<file path="src/rtl/rwc_pkg.sv">
`timescale 1ns / 1ps
`default_nettype none
// ----------------------------------------------------------------------------
// rwc_pkg
// Shared types, constants and helpers of the textured wall column block.
// ----------------------------------------------------------------------------
package rwc_pkg;

    localparam int TEX_WIDTH_DEF  = 64;
    localparam int TEX_HEIGHT_DEF = 64;
    localparam int MAX_ROWS_DEF   = 1024;

    // Divider: dividend is |num| << 16 (39 bits), divisor up to 32 bits.
    localparam int DVD_W = 39;
    localparam int DVS_W = 32;

    localparam int Q_DEPTH = 4;
    localparam int Q_AW    = 2;

    localparam logic [31:0] DIST_MAX   = 32'hFFFF_FFFF;
    localparam logic [15:0] HEIGHT_MAX = 16'hFFFF;
    localparam logic [23:0] Q24_MAX    = 24'hFF_FFFF;

    localparam logic       KIND_SETUP = 1'b0;
    localparam logic       KIND_ROW   = 1'b1;

    localparam logic [1:0] CFG_SCREEN_HEIGHT = 2'd0;
    localparam logic [1:0] CFG_CEILING_COLOR = 2'd1;
    localparam logic [1:0] CFG_FLOOR_COLOR   = 2'd2;

    localparam logic [1:0] CLS_CEILING = 2'd0;
    localparam logic [1:0] CLS_WALL    = 2'd1;
    localparam logic [1:0] CLS_FLOOR   = 2'd2;
    localparam logic [1:0] CLS_SETUP   = 2'd3;

    typedef enum logic [2:0] {
        ST_IDLE,
        ST_DIST,
        ST_HEIGHT,
        ST_STEP,
        ST_TPOS,
        ST_EMIT
    } t_state;

    // One classified item as it travels through the queue.
    typedef struct packed {
        logic               kind;
        logic [1:0]         side;
        logic [15:0]        pos_b;
        logic signed [17:0] dir_a;
        logic signed [17:0] dir_b;
        logic signed [23:0] num;
        logic [9:0]         row;
        logic [10:0]        column;
    } t_item;

    function automatic logic [1:0] tex_of_side(input logic [1:0] side);
        logic [1:0] sel;
        case (side)
            2'd0:    sel = 2'd2;
            2'd1:    sel = 2'd1;
            2'd2:    sel = 2'd3;
            default: sel = 2'd0;
        endcase
        return sel;
    endfunction

endpackage
`default_nettype wire

</file>
<file path="src/rtl/rwc_front.sv">
`timescale 1ns / 1ps
`default_nettype none
// ----------------------------------------------------------------------------
// rwc_front
// Accepts input items, picks the ray axis for setups and forms the distance
// numerator, then hands the item to the queue.
// ----------------------------------------------------------------------------
module rwc_front (
    input  wire logic                i_clk,
    input  wire logic                i_rst_n,
    input  wire logic                i_valid,
    output logic                     o_ready,
    input  wire logic                i_kind,
    input  wire logic [21:0]         i_pos_x,
    input  wire logic [21:0]         i_pos_y,
    input  wire logic signed [17:0]  i_dir_x,
    input  wire logic signed [17:0]  i_dir_y,
    input  wire logic [5:0]          i_cell_x,
    input  wire logic [5:0]          i_cell_y,
    input  wire logic signed [1:0]   i_step_sign_x,
    input  wire logic signed [1:0]   i_step_sign_y,
    input  wire logic [1:0]          i_wall_side,
    input  wire logic [9:0]          i_row,
    input  wire logic [10:0]         i_column,
    output logic                     o_q_valid,
    input  wire logic                i_q_ready,
    output rwc_pkg::t_item           o_q_item
);
    import rwc_pkg::*;

    logic        r_valid;
    t_item       r_item;
    t_item       n_item;
    logic        w_xface;
    logic [21:0] w_pos_a;
    logic [5:0]  w_cell;
    logic        w_neg;
    logic [6:0]  w_cell_off;

    assign o_ready   = !r_valid || i_q_ready;
    assign o_q_valid = r_valid;
    assign o_q_item  = r_item;

    always_comb begin
        w_xface    = (i_wall_side == 2'd0) || (i_wall_side == 2'd2);
        w_pos_a    = w_xface ? i_pos_x : i_pos_y;
        w_cell     = w_xface ? i_cell_x : i_cell_y;
        w_neg      = w_xface ? i_step_sign_x[1] : i_step_sign_y[1];
        w_cell_off = {1'b0, w_cell} + {6'd0, w_neg};
        n_item.kind   = i_kind;
        n_item.side   = i_wall_side;
        n_item.pos_b  = w_xface ? i_pos_y[15:0] : i_pos_x[15:0];
        n_item.dir_a  = w_xface ? i_dir_x : i_dir_y;
        n_item.dir_b  = w_xface ? i_dir_y : i_dir_x;
        n_item.num    = signed'({1'b0, w_cell_off, 16'd0}) - signed'({2'b00, w_pos_a});
        n_item.row    = i_row;
        n_item.column = i_column;
    end

    always_ff @(posedge i_clk) begin
        if (!i_rst_n) begin
            r_valid <= 1'b0;
        end else if (o_ready) begin
            r_valid <= i_valid;
        end
    end

    always_ff @(posedge i_clk) begin
        if (o_ready && i_valid) begin
            r_item <= n_item;
        end
    end

endmodule
`default_nettype wire

</file>
<file path="src/rtl/rwc_queue.sv">
`timescale 1ns / 1ps
`default_nettype none
// ----------------------------------------------------------------------------
// rwc_queue
// Short first-in first-out queue between the front and the back.
// ----------------------------------------------------------------------------
module rwc_queue (
    input  wire logic           i_clk,
    input  wire logic           i_rst_n,
    input  wire logic           i_push_valid,
    output logic                o_push_ready,
    input  wire rwc_pkg::t_item i_push_item,
    output logic                o_pop_valid,
    input  wire logic           i_pop,
    output rwc_pkg::t_item      o_pop_item
);
    import rwc_pkg::*;

    t_item             r_mem [Q_DEPTH];
    logic [Q_AW-1:0]   r_wr;
    logic [Q_AW-1:0]   r_rd;
    logic [Q_AW:0]     r_count;
    logic              w_push;
    logic              w_pop;

    assign o_push_ready = (r_count != (Q_AW+1)'(Q_DEPTH));
    assign o_pop_valid  = (r_count != '0);
    assign o_pop_item   = r_mem[r_rd];
    assign w_push       = i_push_valid && o_push_ready;
    assign w_pop        = i_pop && o_pop_valid;

    always_ff @(posedge i_clk) begin
        if (!i_rst_n) begin
            r_wr    <= '0;
            r_rd    <= '0;
            r_count <= '0;
        end else begin
            if (w_push) begin
                r_wr <= r_wr + 1'b1;
            end
            if (w_pop) begin
                r_rd <= r_rd + 1'b1;
            end
            if (w_push && !w_pop) begin
                r_count <= r_count + 1'b1;
            end else if (w_pop && !w_push) begin
                r_count <= r_count - 1'b1;
            end
        end
    end

    always_ff @(posedge i_clk) begin
        if (w_push) begin
            r_mem[r_wr] <= i_push_item;
        end
    end

endmodule
`default_nettype wire

</file>
<file path="src/rtl/rwc_divider.sv">
`timescale 1ns / 1ps
`default_nettype none
// ----------------------------------------------------------------------------
// rwc_divider
// Restoring unsigned divider, one quotient bit per cycle.
// ----------------------------------------------------------------------------
module rwc_divider (
    input  wire logic                       i_clk,
    input  wire logic                       i_rst_n,
    input  wire logic                       i_start,
    input  wire logic [rwc_pkg::DVD_W-1:0]  i_dividend,
    input  wire logic [rwc_pkg::DVS_W-1:0]  i_divisor,
    output logic                            o_done,
    output logic [rwc_pkg::DVD_W-1:0]       o_quotient
);
    import rwc_pkg::*;

    localparam int CW = $clog2(DVD_W + 1);

    logic             r_busy;
    logic             r_done;
    logic [CW-1:0]    r_cnt;
    logic [DVS_W-1:0] r_rem;
    logic [DVS_W-1:0] r_dvs;
    logic [DVD_W-1:0] r_quo;
    logic [DVS_W:0]   w_trial;
    logic             w_ge;
    logic [DVS_W:0]   w_diff;

    assign o_done     = r_done;
    assign o_quotient = r_quo;

    always_comb begin
        w_trial = {r_rem, r_quo[DVD_W-1]};
        w_ge    = (w_trial >= {1'b0, r_dvs});
        w_diff  = w_trial - {1'b0, r_dvs};
    end

    always_ff @(posedge i_clk) begin
        if (!i_rst_n) begin
            r_busy <= 1'b0;
            r_done <= 1'b0;
            r_cnt  <= '0;
        end else if (i_start) begin
            r_busy <= 1'b1;
            r_done <= 1'b0;
            r_cnt  <= CW'(DVD_W);
        end else if (r_busy) begin
            r_cnt <= r_cnt - 1'b1;
            if (r_cnt == CW'(1)) begin
                r_busy <= 1'b0;
                r_done <= 1'b1;
            end
        end else begin
            r_done <= 1'b0;
        end
    end

    always_ff @(posedge i_clk) begin
        if (i_start) begin
            r_rem <= '0;
            r_dvs <= i_divisor;
            r_quo <= i_dividend;
        end else if (r_busy) begin
            r_rem <= w_ge ? w_diff[DVS_W-1:0] : w_trial[DVS_W-1:0];
            r_quo <= {r_quo[DVD_W-2:0], w_ge};
        end
    end

endmodule
`default_nettype wire

</file>
<file path="src/rtl/rwc_back.sv">
`timescale 1ns / 1ps
`default_nettype none
// ----------------------------------------------------------------------------
// rwc_back
// Carries out queued items: the column setup sequence over the shared
// divider, and the per-row classing and texture walk.
// ----------------------------------------------------------------------------
module rwc_back #(
    parameter int TEX_WIDTH  = rwc_pkg::TEX_WIDTH_DEF,
    parameter int TEX_HEIGHT = rwc_pkg::TEX_HEIGHT_DEF,
    parameter int MAX_ROWS   = rwc_pkg::MAX_ROWS_DEF
) (
    input  wire logic           i_clk,
    input  wire logic           i_rst_n,
    input  wire logic           i_q_valid,
    output logic                o_q_pop,
    input  wire rwc_pkg::t_item i_q_item,
    input  wire logic [10:0]    i_screen_height,
    input  wire logic [23:0]    i_ceiling_color,
    input  wire logic [23:0]    i_floor_color,
    output logic                o_valid,
    input  wire logic           i_ready,
    output logic [1:0]          o_pixel_class,
    output logic [23:0]         o_flat_color,
    output logic [1:0]          o_texture_select,
    output logic [5:0]          o_texel_x,
    output logic [5:0]          o_texel_y,
    output logic [9:0]          o_out_row,
    output logic [10:0]         o_out_column,
    output logic [9:0]          o_span_top,
    output logic [9:0]          o_span_bottom
);
    import rwc_pkg::*;

    localparam int HW = $clog2(MAX_ROWS + 1);
    localparam logic [7:0] TY_MAX = 8'((TEX_HEIGHT - 1 < 63) ? TEX_HEIGHT - 1 : 63);
    localparam logic [8:0] TW_M1  = 9'(TEX_WIDTH - 1);

    t_state r_state, n_state;

    // Column state.
    logic [9:0]  r_span_start, r_span_end;
    logic [5:0]  r_tex_column;
    logic [1:0]  r_tex_choice;
    logic [23:0] r_tex_step, r_tex_position;

    // Setup working registers.
    logic [1:0]         r_side;
    logic [15:0]        r_pos_b;
    logic signed [17:0] r_dir_a, r_dir_b;
    logic [10:0]        r_column;
    logic [31:0]        r_dist;
    logic [15:0]        r_height;
    logic [16:0]        r_top, r_bot;
    logic [15:0]        r_factor;
    logic [15:0]        r_prod_hi;
    logic [23:0]        r_step;
    logic [5:0]         r_tc;
    logic               r_num_neg_q;

    // Output register.
    logic        r_o_valid;
    logic [1:0]  r_o_class;
    logic [23:0] r_o_flat;
    logic [1:0]  r_o_tsel;
    logic [5:0]  r_o_tx, r_o_ty;
    logic [9:0]  r_o_row;
    logic [10:0] r_o_col;
    logic [9:0]  r_o_top, r_o_bot;

    logic             w_out_free;
    logic             w_pop_setup, w_pop_row, w_emit_setup, w_commit;
    logic             w_div_start;
    logic [DVD_W-1:0] w_div_dvd;
    logic [DVS_W-1:0] w_div_dvs;
    logic             w_div_done;
    logic [DVD_W-1:0] w_div_q;

    logic [HW-1:0]    w_h;
    logic [16:0]      w_hh;
    logic             w_num_neg, w_dir_neg;
    logic [22:0]      w_num_mag;
    logic [17:0]      w_dir_mag;
    logic [31:0]      w_dist;
    logic [15:0]      w_height;
    logic [16:0]      w_hg;
    logic [16:0]      w_bot_raw;
    logic [31:0]      w_prod;
    logic [23:0]      w_step;
    logic [15:0]      w_hit;
    logic [24:0]      w_hit_scaled;
    logic [8:0]       w_tc_raw;
    logic [8:0]       w_tc;
    logic             w_mirror;
    logic [39:0]      w_tp_full;
    logic [23:0]      w_tp;

    logic [1:0]       w_row_class;
    logic [7:0]       w_ty_raw;
    logic [5:0]       w_ty;
    logic [24:0]      w_np;

    rwc_divider u_div (
        .i_clk      (i_clk),
        .i_rst_n    (i_rst_n),
        .i_start    (w_div_start),
        .i_dividend (w_div_dvd),
        .i_divisor  (w_div_dvs),
        .o_done     (w_div_done),
        .o_quotient (w_div_q)
    );

    assign w_out_free = !r_o_valid || i_ready;

    // Rows in use, forced into 1..MAX_ROWS.
    always_comb begin
        if (i_screen_height == 11'd0) begin
            w_h = HW'(1);
        end else if (32'(i_screen_height) > 32'(MAX_ROWS)) begin
            w_h = HW'(MAX_ROWS);
        end else begin
            w_h = HW'(i_screen_height);
        end
        w_hh = 17'(w_h >> 1);
    end

    // Setup arithmetic.
    always_comb begin
        w_num_neg = i_q_item.num[23];
        w_num_mag = w_num_neg ? 23'(-i_q_item.num) : i_q_item.num[22:0];
        w_dir_neg = i_q_item.dir_a[17];
        w_dir_mag = w_dir_neg ? 18'(-i_q_item.dir_a) : 18'(i_q_item.dir_a);

        // Distance: a zero direction saturates, a negative quotient clamps to zero.
        if (r_dir_a == 18'sd0) begin
            w_dist = DIST_MAX;
        end else if (w_div_q > DVD_W'(DIST_MAX)) begin
            w_dist = DIST_MAX;
        end else begin
            w_dist = w_div_q[31:0];
        end

        if (r_dist == 32'd0) begin
            w_height = HEIGHT_MAX;
        end else if (w_div_q > DVD_W'(HEIGHT_MAX)) begin
            w_height = HEIGHT_MAX;
        end else begin
            w_height = w_div_q[15:0];
        end
        w_hg      = 17'(w_height >> 1);
        w_bot_raw = w_hg + w_hh;

        w_prod = r_dist * {{14{r_dir_b[17]}}, r_dir_b};

        if (r_height == 16'd0) begin
            w_step = Q24_MAX;
        end else if (w_div_q > DVD_W'(Q24_MAX)) begin
            w_step = Q24_MAX;
        end else begin
            w_step = w_div_q[23:0];
        end

        w_hit        = r_pos_b + r_prod_hi;
        w_hit_scaled = 25'(w_hit) * 25'(TEX_WIDTH);
        w_tc_raw     = w_hit_scaled[24:16];
        w_mirror     = ((r_side == 2'd0) && !r_dir_a[17] && (r_dir_a != 18'sd0))
                    || ((r_side == 2'd1) && r_dir_a[17]);
        w_tc         = w_mirror ? (TW_M1 - w_tc_raw) : w_tc_raw;

        w_tp_full = 40'(r_factor) * 40'(r_step);
        w_tp      = (w_tp_full > 40'(Q24_MAX)) ? Q24_MAX : w_tp_full[23:0];
    end

    // Row classing and texture walk.
    always_comb begin
        w_ty_raw = r_tex_position[23:16];
        w_ty     = (w_ty_raw > TY_MAX) ? TY_MAX[5:0] : w_ty_raw[5:0];
        w_np     = {1'b0, r_tex_position} + {1'b0, r_tex_step};
        if (i_q_item.row < r_span_start) begin
            w_row_class = CLS_CEILING;
        end else if ((i_q_item.row <= r_span_end)
                     && (32'(i_q_item.row) < 32'(w_h))) begin
            w_row_class = CLS_WALL;
        end else begin
            w_row_class = CLS_FLOOR;
        end
    end

    // Sequencer.
    always_comb begin
        n_state      = r_state;
        w_pop_setup  = 1'b0;
        w_pop_row    = 1'b0;
        w_emit_setup = 1'b0;
        w_commit     = 1'b0;
        w_div_start  = 1'b0;
        w_div_dvd    = {w_num_mag, 16'd0};
        w_div_dvs    = DVS_W'(w_dir_mag);
        case (r_state)
            ST_IDLE: begin
                if (i_q_valid) begin
                    if (i_q_item.kind == KIND_SETUP) begin
                        w_pop_setup = 1'b1;
                        w_div_start = 1'b1;
                        n_state     = ST_DIST;
                    end else if (w_out_free) begin
                        w_pop_row = 1'b1;
                    end
                end
            end
            ST_DIST: begin
                w_div_dvd = DVD_W'({w_h, 16'd0});
                w_div_dvs = w_dist;
                if (w_div_done) begin
                    w_div_start = 1'b1;
                    n_state     = ST_HEIGHT;
                end
            end
            ST_HEIGHT: begin
                w_div_dvd = DVD_W'(TEX_HEIGHT) << 16;
                w_div_dvs = DVS_W'(w_height);
                if (w_div_done) begin
                    w_div_start = 1'b1;
                    n_state     = ST_STEP;
                end
            end
            ST_STEP: begin
                if (w_div_done) begin
                    n_state = ST_TPOS;
                end
            end
            ST_TPOS: begin
                w_commit = 1'b1;
                n_state  = ST_EMIT;
            end
            ST_EMIT: begin
                if (w_out_free) begin
                    w_emit_setup = 1'b1;
                    n_state      = ST_IDLE;
                end
            end
            default: begin
                n_state = ST_IDLE;
            end
        endcase
    end

    assign o_q_pop = w_pop_setup || w_pop_row;

    always_ff @(posedge i_clk) begin
        if (!i_rst_n) begin
            r_state <= ST_IDLE;
        end else begin
            r_state <= n_state;
        end
    end

    // Setup working registers.
    always_ff @(posedge i_clk) begin
        if (w_pop_setup) begin
            r_side   <= i_q_item.side;
            r_pos_b  <= i_q_item.pos_b;
            r_dir_a  <= i_q_item.dir_a;
            r_dir_b  <= i_q_item.dir_b;
            r_column <= i_q_item.column;
        end
        if (r_state == ST_DIST && w_div_done) begin
            // Opposite signs give a negative quotient, which clamps to zero.
            if (r_dir_a == 18'sd0) begin
                r_dist <= DIST_MAX;
            end else if (r_num_neg_q != r_dir_a[17]) begin
                r_dist <= 32'd0;
            end else begin
                r_dist <= w_dist;
            end
        end
        if (r_state == ST_HEIGHT && w_div_done) begin
            r_height  <= w_height;
            r_top     <= (w_hh > w_hg) ? (w_hh - w_hg) : 17'd0;
            r_bot     <= (32'(w_bot_raw) >= 32'(w_h)) ? 17'(w_h - 1'b1) : w_bot_raw;
            r_factor  <= (w_hg > w_hh) ? 16'(w_hg - w_hh) : 16'd0;
            r_prod_hi <= w_prod[31:16];
        end
        if (r_state == ST_STEP && w_div_done) begin
            r_step <= w_step;
            r_tc   <= w_tc[5:0];
        end
    end

    // Sign of the numerator of the item under setup; a zero numerator counts
    // as a sign mismatch so that the distance becomes zero.
    always_ff @(posedge i_clk) begin
        if (w_pop_setup) begin
            r_num_neg_q <= (i_q_item.num == 24'sd0) ? !w_dir_neg : w_num_neg;
        end
    end

    // Column state.
    always_ff @(posedge i_clk) begin
        if (!i_rst_n) begin
            r_span_start   <= '0;
            r_span_end     <= '0;
            r_tex_column   <= '0;
            r_tex_choice   <= '0;
            r_tex_step     <= '0;
            r_tex_position <= '0;
        end else if (w_commit) begin
            r_span_start   <= r_top[9:0];
            r_span_end     <= r_bot[9:0];
            r_tex_column   <= r_tc;
            r_tex_choice   <= r_side;
            r_tex_step     <= r_step;
            r_tex_position <= w_tp;
        end else if (w_pop_row && w_row_class == CLS_WALL) begin
            r_tex_position <= w_np[24] ? Q24_MAX : w_np[23:0];
        end
    end

    // Output register.
    always_ff @(posedge i_clk) begin
        if (!i_rst_n) begin
            r_o_valid <= 1'b0;
        end else if (w_pop_row || w_emit_setup) begin
            r_o_valid <= 1'b1;
        end else if (i_ready) begin
            r_o_valid <= 1'b0;
        end
    end

    always_ff @(posedge i_clk) begin
        if (w_pop_row) begin
            r_o_class <= w_row_class;
            r_o_flat  <= (w_row_class == CLS_CEILING) ? i_ceiling_color
                       : (w_row_class == CLS_FLOOR) ? i_floor_color : 24'd0;
            r_o_tsel  <= (w_row_class == CLS_WALL) ? tex_of_side(r_tex_choice) : 2'd0;
            r_o_tx    <= (w_row_class == CLS_WALL) ? r_tex_column : 6'd0;
            r_o_ty    <= (w_row_class == CLS_WALL) ? w_ty : 6'd0;
            r_o_row   <= i_q_item.row;
            r_o_col   <= i_q_item.column;
            r_o_top   <= r_span_start;
            r_o_bot   <= r_span_end;
        end else if (w_emit_setup) begin
            r_o_class <= CLS_SETUP;
            r_o_flat  <= 24'd0;
            r_o_tsel  <= tex_of_side(r_tex_choice);
            r_o_tx    <= r_tex_column;
            r_o_ty    <= 6'd0;
            r_o_row   <= 10'd0;
            r_o_col   <= r_column;
            r_o_top   <= r_span_start;
            r_o_bot   <= r_span_end;
        end
    end

    assign o_valid          = r_o_valid;
    assign o_pixel_class    = r_o_class;
    assign o_flat_color     = r_o_flat;
    assign o_texture_select = r_o_tsel;
    assign o_texel_x        = r_o_tx;
    assign o_texel_y        = r_o_ty;
    assign o_out_row        = r_o_row;
    assign o_out_column     = r_o_col;
    assign o_span_top       = r_o_top;
    assign o_span_bottom    = r_o_bot;

endmodule
`default_nettype wire

</file>
<file path="src/rtl/raycast_wall_column_texturer.sv">
`timescale 1ns / 1ps
`default_nettype none
// ----------------------------------------------------------------------------
// raycast_wall_column_texturer
// Textured wall column of a grid raycaster in fixed point. A setup item
// computes the wall distance, span, texture column, step and start position;
// each row item is then classed as ceiling, wall or floor.
// ----------------------------------------------------------------------------
//  Channel   Direction  Handshake                  Carries
//  input     in         i_valid / o_ready          one setup or row item
//  result    out        o_valid / i_ready          one result item per input
//  config    in         i_cfg_valid / o_cfg_ready  register index and data
//
// Row items stream one per cycle while no setup is in progress and the result channel accepts them.
// A setup item holds the back end while three divisions (distance, line
// height, texture step) run in turn on the shared bit-serial divider, each
// yielding a 39-bit quotient, then it commits and emits.
// Reset is synchronous and active low; it clears control and column state.
// A four-entry queue lets the front and back stall independently.
// ----------------------------------------------------------------------------
module raycast_wall_column_texturer #(
    parameter int TEX_WIDTH  = rwc_pkg::TEX_WIDTH_DEF,
    parameter int TEX_HEIGHT = rwc_pkg::TEX_HEIGHT_DEF,
    parameter int MAX_ROWS   = rwc_pkg::MAX_ROWS_DEF
) (
    input  wire logic               i_clk,
    input  wire logic               i_rst_n,
    input  wire logic               i_valid,
    output logic                    o_ready,
    input  wire logic               i_kind,
    input  wire logic [21:0]        i_pos_x,
    input  wire logic [21:0]        i_pos_y,
    input  wire logic signed [17:0] i_dir_x,
    input  wire logic signed [17:0] i_dir_y,
    input  wire logic [5:0]         i_cell_x,
    input  wire logic [5:0]         i_cell_y,
    input  wire logic signed [1:0]  i_step_sign_x,
    input  wire logic signed [1:0]  i_step_sign_y,
    input  wire logic [1:0]         i_wall_side,
    input  wire logic [9:0]         i_row,
    input  wire logic [10:0]        i_column,
    output logic                    o_valid,
    input  wire logic               i_ready,
    output logic [1:0]              o_pixel_class,
    output logic [23:0]             o_flat_color,
    output logic [1:0]              o_texture_select,
    output logic [5:0]              o_texel_x,
    output logic [5:0]              o_texel_y,
    output logic [9:0]              o_out_row,
    output logic [10:0]             o_out_column,
    output logic [9:0]              o_span_top,
    output logic [9:0]              o_span_bottom,
    input  wire logic               i_cfg_valid,
    output logic                    o_cfg_ready,
    input  wire logic [1:0]         i_cfg_index,
    input  wire logic [23:0]        i_cfg_data
);
    import rwc_pkg::*;

    // Configuration registers. Writes are always taken; an index past the
    // register list is accepted and ignored.
    logic [10:0] r_screen_height;
    logic [23:0] r_ceiling_color;
    logic [23:0] r_floor_color;

    logic  w_f_valid, w_f_ready;
    t_item w_f_item;
    logic  w_q_valid, w_q_pop;
    t_item w_q_item;

    assign o_cfg_ready = 1'b1;

    always_ff @(posedge i_clk) begin
        if (!i_rst_n) begin
            r_screen_height <= 11'd480;
            r_ceiling_color <= 24'd0;
            r_floor_color   <= 24'd0;
        end else if (i_cfg_valid) begin
            case (i_cfg_index)
                CFG_SCREEN_HEIGHT: r_screen_height <= i_cfg_data[10:0];
                CFG_CEILING_COLOR: r_ceiling_color <= i_cfg_data;
                CFG_FLOOR_COLOR:   r_floor_color   <= i_cfg_data;
                default: begin
                end
            endcase
        end
    end

    // Front end: takes items and picks the ray axis for setups.
    rwc_front u_front (
        .i_clk         (i_clk),
        .i_rst_n       (i_rst_n),
        .i_valid       (i_valid),
        .o_ready       (o_ready),
        .i_kind        (i_kind),
        .i_pos_x       (i_pos_x),
        .i_pos_y       (i_pos_y),
        .i_dir_x       (i_dir_x),
        .i_dir_y       (i_dir_y),
        .i_cell_x      (i_cell_x),
        .i_cell_y      (i_cell_y),
        .i_step_sign_x (i_step_sign_x),
        .i_step_sign_y (i_step_sign_y),
        .i_wall_side   (i_wall_side),
        .i_row         (i_row),
        .i_column      (i_column),
        .o_q_valid     (w_f_valid),
        .i_q_ready     (w_f_ready),
        .o_q_item      (w_f_item)
    );

    // Queue that decouples the front end from the back end.
    rwc_queue u_queue (
        .i_clk        (i_clk),
        .i_rst_n      (i_rst_n),
        .i_push_valid (w_f_valid),
        .o_push_ready (w_f_ready),
        .i_push_item  (w_f_item),
        .o_pop_valid  (w_q_valid),
        .i_pop        (w_q_pop),
        .o_pop_item   (w_q_item)
    );

    // Back end: setup sequence, row classing and the result register.
    rwc_back #(
        .TEX_WIDTH  (TEX_WIDTH),
        .TEX_HEIGHT (TEX_HEIGHT),
        .MAX_ROWS   (MAX_ROWS)
    ) u_back (
        .i_clk            (i_clk),
        .i_rst_n          (i_rst_n),
        .i_q_valid        (w_q_valid),
        .o_q_pop          (w_q_pop),
        .i_q_item         (w_q_item),
        .i_screen_height  (r_screen_height),
        .i_ceiling_color  (r_ceiling_color),
        .i_floor_color    (r_floor_color),
        .o_valid          (o_valid),
        .i_ready          (i_ready),
        .o_pixel_class    (o_pixel_class),
        .o_flat_color     (o_flat_color),
        .o_texture_select (o_texture_select),
        .o_texel_x        (o_texel_x),
        .o_texel_y        (o_texel_y),
        .o_out_row        (o_out_row),
        .o_out_column     (o_out_column),
        .o_span_top       (o_span_top),
        .o_span_bottom    (o_span_bottom)
    );

`ifndef NO_ASSERTIONS
    // A full queue always has an item to give.
    a_queue_full: assert property (@(posedge i_clk) disable iff (!i_rst_n)
        !w_f_ready |-> w_q_valid)
        else $error("queue reports full while empty");

    // Wall and setup results never carry a flat color.
    a_flat_zero: assert property (@(posedge i_clk) disable iff (!i_rst_n)
        (o_valid && (o_pixel_class == CLS_WALL || o_pixel_class == CLS_SETUP))
        |-> (o_flat_color == 24'd0))
        else $error("flat color on a wall or setup result");

    // Only wall rows carry a texel row.
    a_texel_y: assert property (@(posedge i_clk) disable iff (!i_rst_n)
        (o_valid && o_pixel_class != CLS_WALL) |-> (o_texel_y == 6'd0))
        else $error("texel row on a non-wall result");

    // Reset empties the pipeline.
    a_reset: assert property (@(posedge i_clk)
        !i_rst_n |=> (!o_valid && !w_q_valid && !w_f_valid))
        else $error("items survive reset");
`endif

endmodule
`default_nettype wire
</file>
<file path="config.mk">
export PLATFORM = sky130hd
export DESIGN_NAME = raycast_wall_column_texturer
export DESIGN_NICKNAME = d
export VERILOG_FILES = /design/src/rtl/rwc_pkg.sv /design/src/rtl/rwc_front.sv /design/src/rtl/rwc_queue.sv /design/src/rtl/rwc_divider.sv /design/src/rtl/rwc_back.sv /design/src/rtl/raycast_wall_column_texturer.sv
export SDC_FILE = /design/constraint.sdc
export NUM_CORES = 2
export LEC_CHECK = 0
export BUFFER_PORTS_ARGS = -buffer_cell sky130_fd_sc_hd__buf_2
export CAP_MARGIN = 20
export CORE_UTILIZATION = 45
export DETAILED_ROUTE_END_ITERATION = 6
export GPL_ROUTABILITY_DRIVEN = 0
export PLACE_DENSITY = 0.65
export SYNTH_ARGS = -nofsm -noshare
export SYNTH_HDL_FRONTEND = slang
export SYNTH_HIERARCHICAL = 1
export SYNTH_SLANG_ARGS = --single-unit
</file>
<file path="constraint.sdc">
create_clock -name i_clk -period 12.7 [get_ports i_clk]
set_input_delay 1.905 -clock i_clk [delete_from_list [all_inputs] [get_ports i_clk]]
set_output_delay 1.905 -clock i_clk [all_outputs]
set_load 0.03 [all_outputs]
</file>
==> flow_summary.toml <==
[cts]
cts_buffers = 107
cts_buffer_depth = 3
cts_tree = "done"
post_cts_buffers = 0
cts_root_buf = "clkbuf_16"
hold_buffers = 0
htree_levels = 3
cts_sinks = 1037
cts_resized = 0
clkLatencyLatePin_ps = 770
cts.clk_slew.worst_paths_ps = 60

[die]
num_rows = 146
ioPinCount = 235
die_h_um = 401
die_w_um = 401
die-area_um2 = 161000
start_util_pct = 45.3
core_um2 = 158000

[synthesis]
synth_cells = 6408
synth_area_leaders = "edfxtp_1, fa_1, ha_1"
synth.distinct_cells = 109
synth-async-reset-ratio_pct = 0
ys.flop_type = "edfxtp_1"
syn_area_per_cell_um2 = 11.2
synth-xor-area-share_pct = 2.65
synth_top_cell_by_area = "edfxtp_1"
synth_mux_area_share_pct = 6.21
synth-simple-area-share_pct = 12.3
synth_fa_ha_area_share_pct = 24.3
synth_edf_count = 848
netlist_area_um2 = 71800
yosysTopAreaCellShare_pct = 35.5
synth_compound_area_share_pct = 7.08
ys_ff_latch = 1037
ys_warn_count = 6
ys_seq_area_share_pct = 40.8
synth_top_family_by_area = "adder cells"

[global_routing]
grt_pass1_wl_mm = 271
grt_pass1_vias = 48241
antenna_found_initial = 6
overflow = 0
grt_max_degree = 79
grtUsageTotal_pct = 21.4

[drt]
viasPerCell = 5.40
dr.pass1.iters = 7
route.vias.total = 46940
ant_nets = 0
drc_errors = 1
wire_per_inst_um = 19.7
drtIter0Drc = 3340
wirelength_mm = 171

[final_layout]
area_growth_syn_to_layout_pct = 9.24
drive_gt1_share_pct = 11.7
finalNetCount = 7678

[timing]
slew_headroom_pct = 24.4
timing.final.crit_share_pct = 63.9
fin_skew_ps = 108
tightest_slew_ps = 1130
rsz0062_at_grt = "false"
max_freq_mhz = 123
finalMaxSlewViolations = 0
setup_viol = 0
post-route-min-period_ps = 8120
tns_ps = 0
hold_violations = 0

[setup_path]
worstPathRequired_ps = 13320
critPathMaxFanout = 24
worst-setup-path-type = "reg2reg"
cp.arrival_ps = 8740
crit_path_end_kind = "flip-flop"
crit_path_start_kind = "flip-flop"

[place]
io_buffers = 231
post-dp-hpwl_mm = 123

[outcome]
outcome = "finished with violations"
violations = "design-rule violations"

[min_path]
hold_class = "reg2reg"

[run]
max-cap-violations = 0
[metrics by stage]
step                      instance area [um^2]  setup slack, ps  hold slack (ps)  utilization (%)  std cells
after floorplan                          71800             4420              430                -       6423
after global placement                   74700             4690              438             47.1       8483
after detailed placement                 74700             4640              443             47.2       8484
after CTS                                78400             4620              441             49.5       8683
after global routing                     78400             4070              457             49.5       8685
final                                    78400             4580              446             49.5       8685
[worst max-delay path: stages, from the launching register on]
cell and delay, ps:
edfxtp_1 1020, nand2_1 180, fa_1 580, inv_1 50, fa_1 530, inv_1 60, fa_1 520, inv_1 50
fa_1 470, fa_1 550, inv_1 60, fa_1 540, inv_1 50, ha_1 410, nand2_1 150, o21ai_0 310
nor2_1 150, o211a_1 170, or4_1 520, a32oi_1 200, or4b_1 510, nor4_2 240, buf_4 310, nand2_1 90
a32o_1 260
[cell usage after synthesis (all sizes together), types with 7 or more instances]
cell type  count
a21oi        232
or2           46
o2111ai        8
nor2         300
o22ai         15
o31ai         33
o21a          34
mux2i        100
a211oi        35
nor3b         13
o31a           7
a22o          11
a31oi         20
a22oi         29
nor4          30
xor2          89
nand3         38
o21ai        121
o211ai        30
or3           25
nand2        900
a21o          77
o21bai        19
mux4         100
or4           11
a221oi        14
and2         282
nor2b         41
dfxtp        189
fa           644
mux2         107
clkbuf       239
nand2b        49
xnor2        128
nor3          63
buf           70
and3          17
edfxtp       848
inv          892
ha           361
nand4         31
[state kept, by name, indices dropped and copies added, names as in the netlist, 24 cells and up, named ones only]
signal                   flops
u_queue/r_mem              400
u_back/u_div/r_rem          32
u_back/r_tex_position       24
u_back/r_tex_step           24
r_ceiling_color             24
u_back/r_step               24
u_back/u_div/r_dvs          32
u_front/o_q_item           100
u_back/o_flat_color         24
r_floor_color               24
u_back/u_div/o_quotient     39
u_back/r_dist               32
[cell type report]
| type | count | area, um^2 |
|---|---|---|
| clock buffer | 128 | 2790 |
| clock inverter | 71 | 893 |
| fill | 13884 | 80000 |
| inverter | 894 | 3360 |
| tap | 2072 | 2590 |
| antenna | 1 | 2.50 |
| sequential | 1037 | 29300 |
| timing repair buffer | 299 | 1690 |
| multi-input combinational | 4183 | 37800 |
[layer usage]
layer | wire, um | track usage, %
met3 | 9640 | 2.96
met5 | 13 | 0
met2 | 82000 | 35.5
met1 | 75000 | 29.1
met4 | 4450 | 6.08
[worst paths after layout]
check / to / cells after the start / from / slack (ps)
setup / recovery: u_back/r_tex_position[22]$_SDFFE_PN0P_ / 24 / u_back/r_factor[6]$_SDFFCE_PP0P_ / 4580
hold / removal: u_queue/r_mem[0][37]$_DFFE_PP_ / 0 / u_front/o_q_item[37]$_DFFE_PP_ / 450
setup reg to reg: u_back/r_tex_position[22]$_SDFFE_PN0P_ / 24 / u_back/r_factor[6]$_SDFFCE_PP0P_ / 4580
hold reg to reg: u_queue/r_mem[0][37]$_DFFE_PP_ / 0 / u_front/o_q_item[37]$_DFFE_PP_ / 450
[layout by cell type, fill, tap and decap left out, types with 16 or more instances in the layout]
cell type | Yosys | layout
nand2_1 | 900 | 898
inv_1 | 891 | 889
edfxtp_1 | 848 | 848
fa_1 | 644 | 644
ha_1 | 361 | 361
nor2_1 | 300 | 297
and2_1 | 282 | 276
buf_2 | 31 | 229
a21oi_1 | 230 | 228
dfxtp_1 | 189 | 186
xnor2_1 | 128 | 128
clkbuf_16 | 0 | 107
mux2_2 | 106 | 106
o21ai_0 | 103 | 102
mux2i_1 | 100 | 100
mux4_2 | 100 | 100
xor2_1 | 89 | 89
a21o_1 | 77 | 77
buf_4 | 5 | 68
nor3_1 | 61 | 58
nand2b_1 | 49 | 49
or2_2 | 44 | 44
nor2b_1 | 41 | 40
nand3_1 | 38 | 38
o21a_1 | 34 | 34
o211ai_1 | 30 | 30
nand4_1 | 30 | 30
o31ai_1 | 30 | 30
a211oi_1 | 30 | 30
a22oi_1 | 29 | 29
clkinv_1 | 2 | 26
nor4_1 | 25 | 25
or3_1 | 25 | 24
a31oi_1 | 19 | 19
o21bai_1 | 19 | 19
clkbuf_1 | 239 | 18
conb_1 | 2 | 17
o21ai_1 | 16 | 16
and3_1 | 16 | 16
[cells by family (layout without fill, tap and decap cells)]
kind of cell             after synthesis  after routing
AND/OR/NAND/NOR                     1876           1876
buffers and inverters               1203           1392
flip-flops                          1037           1037
adder cells (fa/ha/maj)             1005           1005
AO/OA/AOI/OAI                        761            761
multiplexers                         307            307
XOR/XNOR                             217            217
other                                  2             18
Power is not shown: default switching activity piles up to over one toggle a cycle in this logic, so the estimate is an artifact.
